`config.mk`:
```
export PLATFORM = sky130hd
export DESIGN_NAME = crr_queue
export DESIGN_NICKNAME = d
export VERILOG_FILES = /design/src/sv/crr_pkg.sv /design/src/sv/crr_queue.sv
export SDC_FILE = /design/constraint.sdc
export NUM_CORES = 1
export LEC_CHECK = 0
export BUFFER_PORTS_ARGS = -buffer_cell sky130_fd_sc_hd__buf_2
export CORE_AREA = 5 5 628 630
export DETAILED_ROUTE_END_ITERATION = 6
export DIE_AREA = 0 0 633 635
export GPL_TIMING_DRIVEN = 0
export PLACE_DENSITY_LB_ADDON = 0.25
export SYNTH_ARGS = -nofsm -noshare
export SYNTH_HDL_FRONTEND = slang
export SYNTH_SLANG_ARGS = --single-unit
```
`constraint.sdc`:
```
create_clock -name clk -period 66.8 [get_ports clk]
set_input_delay 6.68 -clock clk [delete_from_list [all_inputs] [get_ports clk]]
set_output_delay 6.68 -clock clk [all_outputs]
set_load 0.05 [all_outputs]
```
`src/sv/crr_pkg.sv`:
```
// ----------------------------------------------------------------------------
// Ribbon tessellator package
// Shared widths, command and register codes, and the job record that the
// front end hands to the step engine.
// ----------------------------------------------------------------------------
package crr_pkg;
	localparam int COORD_W = 32;
	localparam int AXES = 6;
	localparam int COUNT_W = 11;
	localparam int STEP_W = 5;
	localparam int SCALE_W = 15;
	localparam int DEN_W = 16;
	localparam int CA_W = 33;
	localparam int CB_W = 36;
	localparam int P_W = 52;
	localparam int X_W = 54;
	localparam int Q_W = 36;
	localparam int RNUM_W = 16;
	localparam int RQ_W = 17;
	localparam int CH_W = 16;
	localparam int CHANNELS = 4;
	localparam int COLOR_W = 64;
	localparam int IDX_W = 2;
	localparam int QUEUE_DEPTH = 2;

	localparam logic CMD_FRAME = 1'b0;
	localparam logic CMD_POINT = 1'b1;

	localparam logic [IDX_W-1:0] REG_STEPS = 2'd0;
	localparam logic [IDX_W-1:0] REG_START = 2'd1;
	localparam logic [IDX_W-1:0] REG_END = 2'd2;

	typedef logic signed [COORD_W-1:0] coord_t;
	typedef coord_t [AXES-1:0] point_t;

	typedef struct packed {
		logic frame;
		logic last_in;
		point_t [3:0] p;
		logic [COUNT_W-1:0] seg;
		logic [COUNT_W-1:0] n;
		logic [STEP_W-1:0] s;
	} job_t;

	typedef struct packed {
		logic valid;
		job_t job;
	} push_t;
endpackage

```
`src/sv/crr_queue.sv`:
```
// ----------------------------------------------------------------------------
// Ribbon tessellator job queue
// Short register queue between the front end and the step engine.
// ----------------------------------------------------------------------------
module crr_queue (
	input logic clk,
	input logic arst_n,
	input crr_pkg::push_t push,
	input logic pop,
	output crr_pkg::job_t head,
	output logic head_valid,
	output logic full
);
	localparam int D = crr_pkg::QUEUE_DEPTH;
	localparam int AW = $clog2(D);

	crr_pkg::job_t mem_q [D];
	logic [AW-1:0] wr_q;
	logic [AW-1:0] rd_q;
	logic [AW:0] cnt_q;

	assign full = cnt_q == (AW+1)'(D);
	assign head_valid = cnt_q != '0;
	assign head = mem_q[rd_q];

	always_ff @(posedge clk or negedge arst_n) begin
		if (!arst_n) begin
			wr_q <= '0;
			rd_q <= '0;
			cnt_q <= '0;
		end else begin
			if (push.valid) begin
				wr_q <= wr_q + AW'(1);
			end
			if (pop) begin
				rd_q <= rd_q + AW'(1);
			end
			if (push.valid && !pop) begin
				cnt_q <= cnt_q + (AW+1)'(1);
			end else if (!push.valid && pop) begin
				cnt_q <= cnt_q - (AW+1)'(1);
			end
		end
	end

	always_ff @(posedge clk) begin
		if (push.valid) begin
			mem_q[wr_q] <= push.job;
		end
	end

`ifndef SYNTH
	a_push_room: assert property (@(posedge clk) disable iff (!arst_n)
		push.valid |-> (!full || pop))
		else $error("job pushed into a full queue");
	a_pop_valid: assert property (@(posedge clk) disable iff (!arst_n)
		pop |-> head_valid)
		else $error("job popped from an empty queue");
	a_count_bound: assert property (@(posedge clk) disable iff (!arst_n)
		cnt_q <= (AW+1)'(D))
		else $error("queue count beyond its depth");
`endif
endmodule

```
==> summary.md, run 1 <==
| Metric | Value |
|---|---|
| Fin cells | `slightly below 10k` |
| Psw | `1.80 mW` |
| Cell taking the most area after synthesis | `edfxtp_1` |
| Reg power frac | `32.5%` |
| FF+latch count, synth | `1598` |
| Min-delay worst type | `reg2reg` |
| Maximum VDD drop | `0.0000331 V` |
| Post-Syn Nets | `around 3.3k` |
| First-pass GRT wire length | `333000 microns` |
| RD Place Congestion | `0.840` |
| Syn_area_per_cell | `23.6 sq um` |
| Reg-to-reg slack, setup | `between 60 and 70 ns` |
| DP Wirelength | `214000 microns` |
| DRC violation count after routing | `0` |
| Die Wd | `633 microns` |
| Root Driver | `clkbuf_16` |
| Hold WS | `0.501 ns` |
| Hold depth | `1` |
| DR top layer | `met5` |
| Ranking of synthesized cells by area | `edfxtp_1 81%, mux2_2 9.5%, mux2_4 7.7%, buf_6 0.59%, buf_2 0.45%` |
| Worst-path clk slew | `around 0.060 ns` |
| Crit end category | `output pin` |
| Place WS | `roughly 57 ns` |
| CTS max path bufs | `4` |
| DIE AREA | `0.402 sq mm` |
| Crit path time final | `10.23 ns` |
| Crit path launch type | `flop` |
| CP Data Arrival Time | `~3.6 ns` |
| FF-to-FF End | `mem_q[0][597]` |
| Syn Std Cell Area | `about 0.06 sq mm` |
| Synthesis-to-layout area growth | `36.9%` |
| CP max FO | `10` |
| Gr ovfl total | `0` |
| Setup violators final | `0` |
| Internal | `approximately 2.4 mW` |
| Fmax | `~0.098 GHz` |
| Num Clock Sinks | `between 1.5k and 2k` |
| RSZ-0062 raised after global routing | `false` |
| Fin. Hold Viols | `0` |
| Layout cell share with drive strength beyond 1 | `between 60% and 70%` |
| # IOs | `1600` |
| Area share of the largest cell type after synthesis | `between 80% and 90%` |
| Initial Utilization | `15.2%` |
| Combinational share of power | `43.5%` |
| Post-Route Utilization | `20.8%` |
| DR WL met3 | `28400 microns` |
| Vias in the first global route | `33.8k` |
| Yosys warning count | `0` |
| Hold_buf cts | `0` |
| Total Nets Final | `5141` |
| Post-DP Area | `between 0.07 and 0.08 sq mm` |
| Slew Limit Fails | `0` |
| Cell area power density | `52.1 mW/mm^2` |
| Synth Instances | `between 2k and 2.5k` |
| TritonCTS clock tree | `built` |
| Worst clock skew | `0.0738 ns` |
| Metal2 WL | `132000 microns` |
| Worst r2r src | `wr_q` |
| Slew HR | `between 50 and 60%` |
| Slew @ Worst Pin | `about 0.7 ns` |
| Largest net degree at the start of global routing | `60` |
| PortBufs | `1599` |
| Crit path kind | `reg2out` |
| Initial antenna violation count | `roughly 240` |
| # resized after CTS | `0` |
| Leakage | `roughly 30 nW` |
| Final ANT Viol Nets | `0` |
| FP Rows | `roughly 230` |
| H-tree depth | `4` |
| Net Sw Frac | `43.0%` |
| Min-delay src | `cnt_q[1]` |
| M1 wire length | `92400 microns` |
| DR vias | `32.8k` |
| Hold path endpoint | `cnt_q[1]` |
| R2R depth | `10` |
| WL per Instance | `26.8 microns` |
| CTS buffer count | `193` |
| Post-Route WL | `roughly 260000 microns` |
| CP required | `60.12 ns` |
| Register area | `0.0480 sq mm` |
| Final Cycle Share | `15.3%` |
| DR pass1 iterations | `5` |
| Fill count | `41.3k` |
| Die Y | `around 640 microns` |
| Gr usage total | `12.4%` |
| Setup Fix Bufs, Post-CTS | `0` |
| DRT iter0 DRCs | `2074` |
| Area of the multi-input gates | `0.0102 sq mm` |
| Worst skew pair latency | `~0.90 ns` |
| Detail-routed via count per cell | `3.38` |
| Run status | `finished, final reports clean` |
| Post-route setup slack | `56.57 ns` |
| Max_cap viols | `0` |
| Sequential area share after synthesis | `81.5%` |
| Unique masters post-synth | `16` |
| Clock Power Share | `24.0%` |
| CORE AREA | `0.388 sq mm` |
| DP Cell Count | `9341` |
| Fin area | `0.0805 sq mm` |
## cells in the final DEF (no fill, tap or decap), types with 4 or more instances in the layout
master and instances:
buf_2 1652, edfxtp_1 1594, mux2_2 497, mux2_4 300, clkbuf_16 196, clkinv_1 45, clkbuf_1 42, diode_2 41
buf_6 31, clkinv_2 30, buf_12 30, buf_16 19, bufinv_16 11, inv_6 6, xor2_1 4, clkinv_8 4
clkinvlp_4 4, dfrtp_1 4
## flip-flops by register name, indices dropped and copies added, names as in the netlist
| signal | cells |
|---|---|
| cnt_q | 2 |
| wr_q | 1 |
| rd_q | 1 |
| mem_q | 1594 |
## routing by layer
layer / track usage, % / up-vias
met5: 0 / -
li1: - / 13800
met1: 13.2 / 16700
met2: 22.3 / 1547
met3: 5.62 / 610
met4: 2.64 / 134
## worst max-delay path by stage
stage,startpoint,to,slack (ns)
2_1_floorplan,push[797],mem_q[0][0],23.92
3_3_place_gp,push[797],mem_q[0][632],-4.34
3_5_place_dp,push[797],mem_q[0][550],56.77
4_1_cts,rd_q,head[227],55.93
5_1_grt,rd_q,head[216],56.11
6_report,rd_q,head[216],56.57
## Yosys cell counts
cell	number
edfxtp_1	1594
mux2_2	497
ha_1	1
inv_1	1
and2_1	1
buf_6	31
xor2_1	4
nor2_1	1
buf_4	2
xnor2_1	1
buf_2	53
dfrtp_1	4
or2_2	1
buf_8	3
mux2_4	300
nor2b_1	2
## worst max-delay path, cell delays in order (launching register included)
cell and delay [ns]:
dfrtp_1 0.31, buf_2 0.42, buf_2 0.55, buf_2 0.66, mux2_2 0.49, buf_2 0.26
## kinds of logic (layout without fill, tap and decap cells)
family,after synthesis,in the layout,synth area share (%)
flops,1598,1598,81.5
xor+xnor,5,5,0.0744
buf+inv,90,2082,1.15
mux,797,797,17.2
simple gates,5,5,0.0489
fa+ha+maj,1,1,0.0213
other cells,0,41,0
## power groups by stage
stage               Clock, mW  Combinational, mW  Sequential [mW]
finish                   1.00               1.83             1.36
global route             1.09               1.90             1.38
CTS                      1.05               1.88             1.36
detailed placement          0               1.87             1.38
global placement            0               1.83             1.84
floorplan                   0               1.26             1.63
## final cells by class
cell class	instances	area share [%]
Clock inverter	106	1.12
Timing Repair Buffer	1648	11.3
Sequential cell	1598	59.6
Tap cell	5197	8.07
Antenna cell	41	0.127
Clock buffer	238	6.29
Multi-Input combinational cell	808	12.7
Buffer	89	0.837
Inverter	1	0.00466
## per-stage QoR
step / TNS (ns) / total power [mW]
global route: 0 / 4.36
finish: 0 / 4.19
CTS: 0 / 4.29
floorplan: 0 / 2.89
detailed placement: 0 / 3.26
global placement: -3077.31 / 3.67
Note: power is estimated with default switching activity, not from simulation.
==> run 2, diff against run 1 <==
- ABC_AREA: default -> 1
- CORE_AREA: 5 5 628 630 -> 5 5 627 629
- DIE_AREA: 0 0 633 635 -> 0 0 632 634
- clock period: 66.8 -> 8.6 ns (I/O delays scaled with it)
==> run 2 against run 1 <==
Compared with the run above: sequential share of layout area shrank 0.38 points; largest cell class unchanged; worst hold slack got worse by 0.32 ns; first-iteration DRC count decreased by 9.0%; highest routed layer unchanged; core utilization increased by 0.17 points; clock skew shrank 0.044 ns; critical path depth unchanged.
==> summary.md, run 2 <==
| Metric | Value |
|---|---|
| CP max FO | `12 (+2)` |
| DR vias | `32.7k (-0.43%)` |
| # IOs | `1600 (unchanged)` |
| Sequential area share after synthesis | `81.5% (about the same)` |
| RSZ-0062 raised after global routing | `false` |
| Synthesis-to-layout area growth | `37.7%` |
| Layout cell share with drive strength beyond 1 | `62.4% (+0.14 points)` |
| Slew @ Worst Pin | `0.841 ns (+0.128 ns)` |
| Hold_buf cts | `1 (+1)` |
| DRT iter0 DRCs | `1888 (-9.0%)` |
| DR pass1 iterations | `5 (unchanged)` |
| Min-delay worst type | `in2reg` |
| Max_cap viols | `0 (unchanged)` |
| Die Wd | `632 microns (-0.16%)` |
| Initial antenna violation count | `241 (+2.6%)` |
| Leakage | `29.8 nW (+0.56%)` |
| Worst r2r src | `wr_q` |
| Worst clock skew | `0.0301 ns (-0.0437 ns)` |
| Crit path launch type | `flop` |
| Biggest register | `mem_q` |
| TritonCTS clock tree | `built` |
| Fin area | `0.0811 sq mm (+0.65%)` |
| Final ANT Viol Nets | `0 (unchanged)` |
| Die Y | `634 microns (-0.16%)` |
| Unique masters post-synth | `16 (unchanged)` |
| Yosys warning count | `0 (unchanged)` |
| Hold depth | `1 (unchanged)` |
| Most frequent cells in the layout | `1652 x buf_2, 1594 x edfxtp_1, 497 x mux2_2, 300 x mux2_4, 196 x clkbuf_16` |
| Post-synth EDFFs | `1594 (unchanged)` |
| Num Clock Sinks | `1598 (unchanged)` |
| PortBufs | `1599 (unchanged)` |
| Worst-path clk slew | `0.06 ns (about the same)` |
| Most frequent CP cell | `buf_2` |
| Post-DP Area | `0.0746 sq mm (+0.11%)` |
| Crit path time final | `4.47 ns` |
| H-tree depth | `4 (unchanged)` |
| First-pass GRT wire length | `342000 microns (+2.7%)` |
| # resized after CTS | `0 (unchanged)` |
| CTS max path bufs | `4 (unchanged)` |
| Maximum VDD drop | `0.000220 V (+560%)` |
| Cell with the most instances after synthesis | `edfxtp_1` |
| Post-Route Utilization | `20.9% (+0.17 points)` |
| Fin. Hold Viols | `0 (unchanged)` |
| DRC violation count after routing | `0 (unchanged)` |
| Most common library cells after synthesis | `1594 x edfxtp_1, 497 x mux2_2, 300 x mux2_4` |
| Setup violators final | `0 (unchanged)` |
| DIE AREA | `0.401 sq mm (-0.32%)` |
| Syn_area_per_cell | `23.5 sq um (-0.33%)` |
| Worst skew pair latency | `0.87 ns (-0.03 ns)` |
| CTS buffer count | `194 (+0.52%)` |
| Min-delay src | `push[196]` |
| RD Place Congestion | `0.856 (+1.8%)` |
| Vias in the first global route | `33.6k (-0.64%)` |
| R2R depth | `10 (unchanged)` |
| Root Driver | `clkbuf_16` |
| WL per Instance | `27.8 microns (+3.8%)` |
| Slew Limit Fails | `0 (unchanged)` |
| CP Data Arrival Time | `3.61 ns (+0.06 ns)` |
| CORE AREA | `0.387 sq mm (-0.15%)` |
| FF+latch count, synth | `1598 (unchanged)` |
| Fmax | `0.224 GHz` |
| Final Cycle Share | `52.0%` |
| Ranking of synthesized cells by area | `edfxtp_1 81%, mux2_2 9.5%, mux2_4 7.7%, buf_6 0.59%, buf_2 0.45%` |
| Run status | `finished, final reports clean` |
| Post-Syn Nets | `3307 (+0.27%)` |
| Gr usage total | `12.9% (+0.51 points)` |
| Cell taking the most area after synthesis | `edfxtp_1` |
| Slew HR | `43.9% (-8.4 points)` |
| Main synth FF type | `edfxtp_1` |
| Cell area power density | `410 mW/mm^2 (+690%)` |
| Slowest Stage Delay on Critical Path | `0.73 ns (+0.07 ns)` |
| Post-Route WL | `272000 microns (+4.5%)` |
| Reg-to-reg slack, setup | `5.03 ns (-58.31 ns)` |
| Setup TNS | `0 ns (unchanged)` |
| Synth Instances | `2505 (+0.36%)` |
| Number of flip-flops in the largest register | `1594 (unchanged)` |
| Largest net degree at the start of global routing | `39 (-35%)` |
| Area share of the largest cell type after synthesis | `81.3% (about the same)` |
| Critical Path, Cell by Cell | `buf_2, buf_6, buf_2, mux2_2, buf_2` |
| Total Nets Final | `5161 (+0.39%)` |
| FP Rows | `229 (unchanged)` |
| CP required | `7.74 ns (-52.38 ns)` |
| Crit end category | `output pin` |
| Design Power | `33.2 mW (+690%)` |
| Gr ovfl total | `0 (unchanged)` |
| FF-to-FF End | `mem_q[0][769]` |
| Setup Fix Bufs, Post-CTS | `0 (unchanged)` |
| Hold path endpoint | `mem_q[1][196]` |
| Most common cell after layout, fill and taps aside | `buf_2` |
| Syn Std Cell Area | `0.0588 sq mm (about the same)` |
| Synth async-reset ratio | `0.250% (unchanged)` |
| DP Wirelength | `226000 microns (+5.6%)` |
| CP max stage cell | `buf_2` |
| Initial Utilization | `15.2% (+0.027 points)` |
| Largest regs | `mem_q (1594), cnt_q (2)` |
| Detail-routed via count per cell | `3.34 (-1.1%)` |
| Crit path kind | `reg2out` |
run 2: cell types whose count changed after synthesis:
cell | previous run | this run
inv_1 | 1 | 7
nand2_1 | 0 | 6
nor2b_1 | 2 | 0
xor2_1 | 4 | 2
and2_1 | 1 | 0
nand3_1 | 0 | 1
nand4_1 | 0 | 1
nor2_1 | 1 | 2
or2_2 | 1 | 0
run 2: worst max path at each step:
stage / start / to / slack [ns] / cells after the start
2_1_floorplan: push[797] / mem_q[1][0] / -4.73 / 2
3_3_place_gp: push[797] / mem_q[1][439] / -14.72 / 3
3_5_place_dp: push[797] / mem_q[0][439] / 4.25 / 12
4_1_cts: rd_q / head[405] / 3.67 / 5
5_1_grt: rd_q / head[405] / 3.81 / 5
6_report: rd_q / head[772] / 4.13 / 5
run 2: cells by family after synthesis:
family                   after synthesis  share of synthesized area (%)
flip-flops                          1598                           81.5
multiplexers                         797                           17.2
buffers and inverters                 96                           1.19
AND/OR/NAND/NOR                       10                         0.0702
XOR/XNOR                               3                         0.0447
adder cells (fa/ha/maj)                1                         0.0213
run 2: layer usage:
layer  up-vias  track usage, %  share of wire (%)
met5         -               0               0.22
met4        90            4.01                3.8
met3       603            4.81                9.4
met2      1532            23.3                 51
met1     16500            13.9                 35
li1      13900               -                  -
run 2: cell type report:
| class | instances | area (sq um) |
|---|---|---|
| timing repair buffer | 1658 | 9190 |
| clock buffer | 230 | 5030 |
| clock inverter | 117 | 1240 |
| antenna | 89 | 223 |
| fill | 41200 | 306000 |
| sequential | 1598 | 48000 |
| buffer | 89 | 674 |
| inverter | 7 | 42.5 |
| tap | 5197 | 6500 |
| multi-input combinational | 811 | 10200 |
run 2: where the power goes:
part	leakage (nW)	total [mW]	internal (mW)	switching, mW
clock	3.03	8.12	4.79	3.34
sequential	15.0	10.6	10.3	0.279
combinational	11.7	14.5	3.78	10.7
total	29.8	33.2	18.9	14.3
run 2: critical path: cells and delay by family (launching register included):
| family | cells | cell delay [ns] |
|---|---|---|
| buffers and inverters | 4 | 2.01 |
| multiplexers | 1 | 0.28 |
| flip-flops | 1 | 0.31 |
run 2: stage by stage:
| step | hold slack [ns] | worst slack [ns] | cells |
|---|---|---|---|
| floorplan | 0.442 | -4.73 | 2505 |
| global placement | 0.494 | -14.72 | 9301 |
| detailed placement | 0.486 | 4.25 | 9359 |
| CTS | 0.0457 | 3.67 | 9707 |
| global route | 0.0741 | 3.81 | 9732 |
| finish | 0.177 | 4.13 | 9796 |
==> run 3, diff against run 2 <==
- ABC_AREA: 1 -> 0
- clock period: 8.6 -> 3.6 ns (I/O delays scaled with it)
==> run 3 against run 2 <==
Compared with the run above: combinational power up 140%; final cell count rose by 7.6%; sequential share of layout area down 5.2 points; die area unchanged; worst setup slack worse by 4.0 ns; count of clock-buffer cells in the layout increased by 4; register-to-register slack got worse by 4.9 ns; clock power rose by 140%; core utilization is 2.0 points higher; sequential power up 140%; critical path type is now reg2reg; critical endpoint is now mem_q[0][595]; largest power group unchanged; highest routed layer unchanged.
==> summary.md, run 3 (synthesized netlist as in run 1, its figures left out) <==
| Metric | Value |
|---|---|
| Run status | `finished, final reports clean` |
| Number of flip-flops in the largest register | `1594 (unchanged)` |
| Worst-path clk slew | `0.06 ns (about the same)` |
| Most common cell after layout, fill and taps aside | `buf_2` |
| Setup violators final | `0 (unchanged)` |
| Gr ovfl total | `0 (unchanged)` |
| Post-DP Area | `0.0745 sq mm (about the same)` |
| Worst skew pair latency | `0.85 ns (-0.02 ns)` |
| Leakage | `33.1 nW (+11%)` |
| Crit path launch type | `flop` |
| Fin area | `0.0889 sq mm (+9.7%)` |
| Crit path time final | `3.44 ns` |
| CP required | `4.04 ns (-3.70 ns)` |
| Synthesis-to-layout area growth | `51.2%` |
| FP Rows | `229 (unchanged)` |
| Worst clock skew | `0.0487 ns (+0.0187 ns)` |
| Biggest register | `mem_q` |
| Most frequent cells in the layout | `1635 x buf_2, 1594 x edfxtp_1, 801 x dlygate4sd3_1, 497 x mux2_2, 300 x mux2_4` |
| DRT iter0 DRCs | `1880 (-0.42%)` |
| PortBufs | `1599 (unchanged)` |
| Maximum VDD drop | `0.000493 V (+120%)` |
| Crit path kind | `reg2reg` |
| Hold WS | `0.209 ns (+0.0315 ns)` |
| DR vias | `35.3k (+8.0%)` |
| CORE AREA | `0.387 sq mm (unchanged)` |
| Slew @ Worst Pin | `0.648 ns (-0.193 ns)` |
| RD Place Congestion | `0.843 (-1.5%)` |
| Post-Route WL | `264000 microns (-3.0%)` |
| RSZ-0062 raised after global routing | `false` |
| DRC violation count after routing | `0 (unchanged)` |
| Largest net degree at the start of global routing | `59 (+51%)` |
| Post-route setup slack | `0.163 ns (-3.96 ns)` |
| H-tree depth | `4 (unchanged)` |
| DR pass1 iterations | `5 (unchanged)` |
| Num Clock Sinks | `1598 (unchanged)` |
| WL per Instance | `25.1 microns (-9.8%)` |
| Slew Limit Fails | `0 (unchanged)` |
| Initial Utilization | `15.2% (about the same)` |
| DP Wirelength | `214000 microns (-5.2%)` |
| Final ANT Viol Nets | `0 (unchanged)` |
| Die Wd | `632 microns (unchanged)` |
| First-pass GRT wire length | `342000 microns (about the same)` |
| Crit end category | `flop` |
| Post-Route Utilization | `23.0% (+2.0 points)` |
| Largest regs | `mem_q (1594), cnt_q (2)` |
| Fmax | `slightly below 0.3 GHz` |
| Initial antenna violation count | `186 (-23%)` |
| Slew HR | `56.8% (+13 points)` |
| CTS max path bufs | `4 (unchanged)` |
| CTS buffer count | `197 (+1.5%)` |
| Cell area power density | `899 mW/mm^2 (+120%)` |
| CP Data Arrival Time | `3.88 ns (+0.27 ns)` |
| # IOs | `1600 (unchanged)` |
| Root Driver | `clkbuf_16` |
| Min-delay worst type | `in2reg` |
| CP max FO | `79 (+67)` |
| Gr usage total | `12.5% (-0.40 points)` |
| Max_cap viols | `0 (unchanged)` |
| Detail-routed via count per cell | `3.35 (+0.41%)` |
| Place WS | `-0.665 ns (-4.91 ns)` |
| Final Cycle Share | `95.5%` |
| Fin. Hold Viols | `0 (unchanged)` |
| DIE AREA | `0.401 sq mm (unchanged)` |
| TritonCTS clock tree | `built` |
| Setup TNS | `0 ns (unchanged)` |
| Layout cell share with drive strength beyond 1 | `53.0% (-9.4 points)` |
| Die Y | `634 microns (unchanged)` |
| Vias in the first global route | `37.5k (+11%)` |
| Total Nets Final | `5949 (+15%)` |
## run 3: changes by cell type in the layout (fill, tap and decap cells not counted), moves of 8 or more
cell	change
buf_16	+19
diode_2	-44
buf_12	-29
buf_2	-17
inv_6	+8
buf_4	+16
dlygate4sd3_1	+800
## run 3: worst paths after layout
kind | end | startpoint | slack [ns] | cells past startpoint
setup reg to reg | mem_q[0][595] | wr_q | 0.16 | 10
setup / recovery | mem_q[0][595] | wr_q | 0.16 | 10
max in group asynchronous | cnt_q[0] | arst_n | 2.96 | 3
min in group asynchronous | wr_q | arst_n | 0.46 | 3
hold / removal | mem_q[0][359] | push[359] | 0.21 | 2
hold reg to reg | cnt_q[1] | cnt_q[1] | 0.49 | 1
## run 3: layer usage
layer	wire [microns]	up-vias	share of wire, %	global-route usage [%]
met3	20100	446	7.6	3.77
li1	-	15500	-	-
met4	7210	64	2.7	3.24
met5	395	-	0.15	0
met2	136000	1341	52	22.6
met1	100000	18000	38	14.3
## run 3: timing repair
action	CTS	global route
cloned	1	0
setup buffers	3	0
gates resized for setup	19	2
hold endpoints to repair	1602	0
hold buffers	801	0
setup endpoints to repair	926	53
pin swaps	1	0
## run 3: where the power goes
| part | internal, mW | switching (mW) | leakage (nW) | total, mW |
|---|---|---|---|---|
| registers | 24.6 | 0.683 | 15.0 | 25.3 |
| clock network | 11.5 | 8.08 | 3.04 | 19.6 |
| logic | 9.65 | 25.4 | 15.1 | 35.0 |
## run 3: through the flow
stage               cells  power, mW
finish              10500       79.9
global route        10500       83.1
CTS                 10500       81.8
detailed placement   9342       60.7
floorplan            2496       46.6
global placement     9292       51.7
## run 3: cell type report
cell class / count / area, sq um
clock inverters: 112 / 1160
clock buffers: 234 / 5090
fillers: 40800 / 298000
multi-input cells: 809 / 10200
well taps: 5197 / 6500
diodes: 45 / 113
plain buffers: 89 / 711
inverters: 1 / 3.75
repair buffers: 2451 / 17200
flip-flops and latches: 1598 / 48000
## run 3: critical path: stages (launching register included)
cell     delay [ns]
dfrtp_1        0.46
nor2b_4        0.18
buf_12         0.22
buf_12         0.23
buf_12         0.24
buf_12         0.23
buf_12         0.21
buf_12         0.20
buf_12         0.20
buf_12         0.20
buf_12         0.31
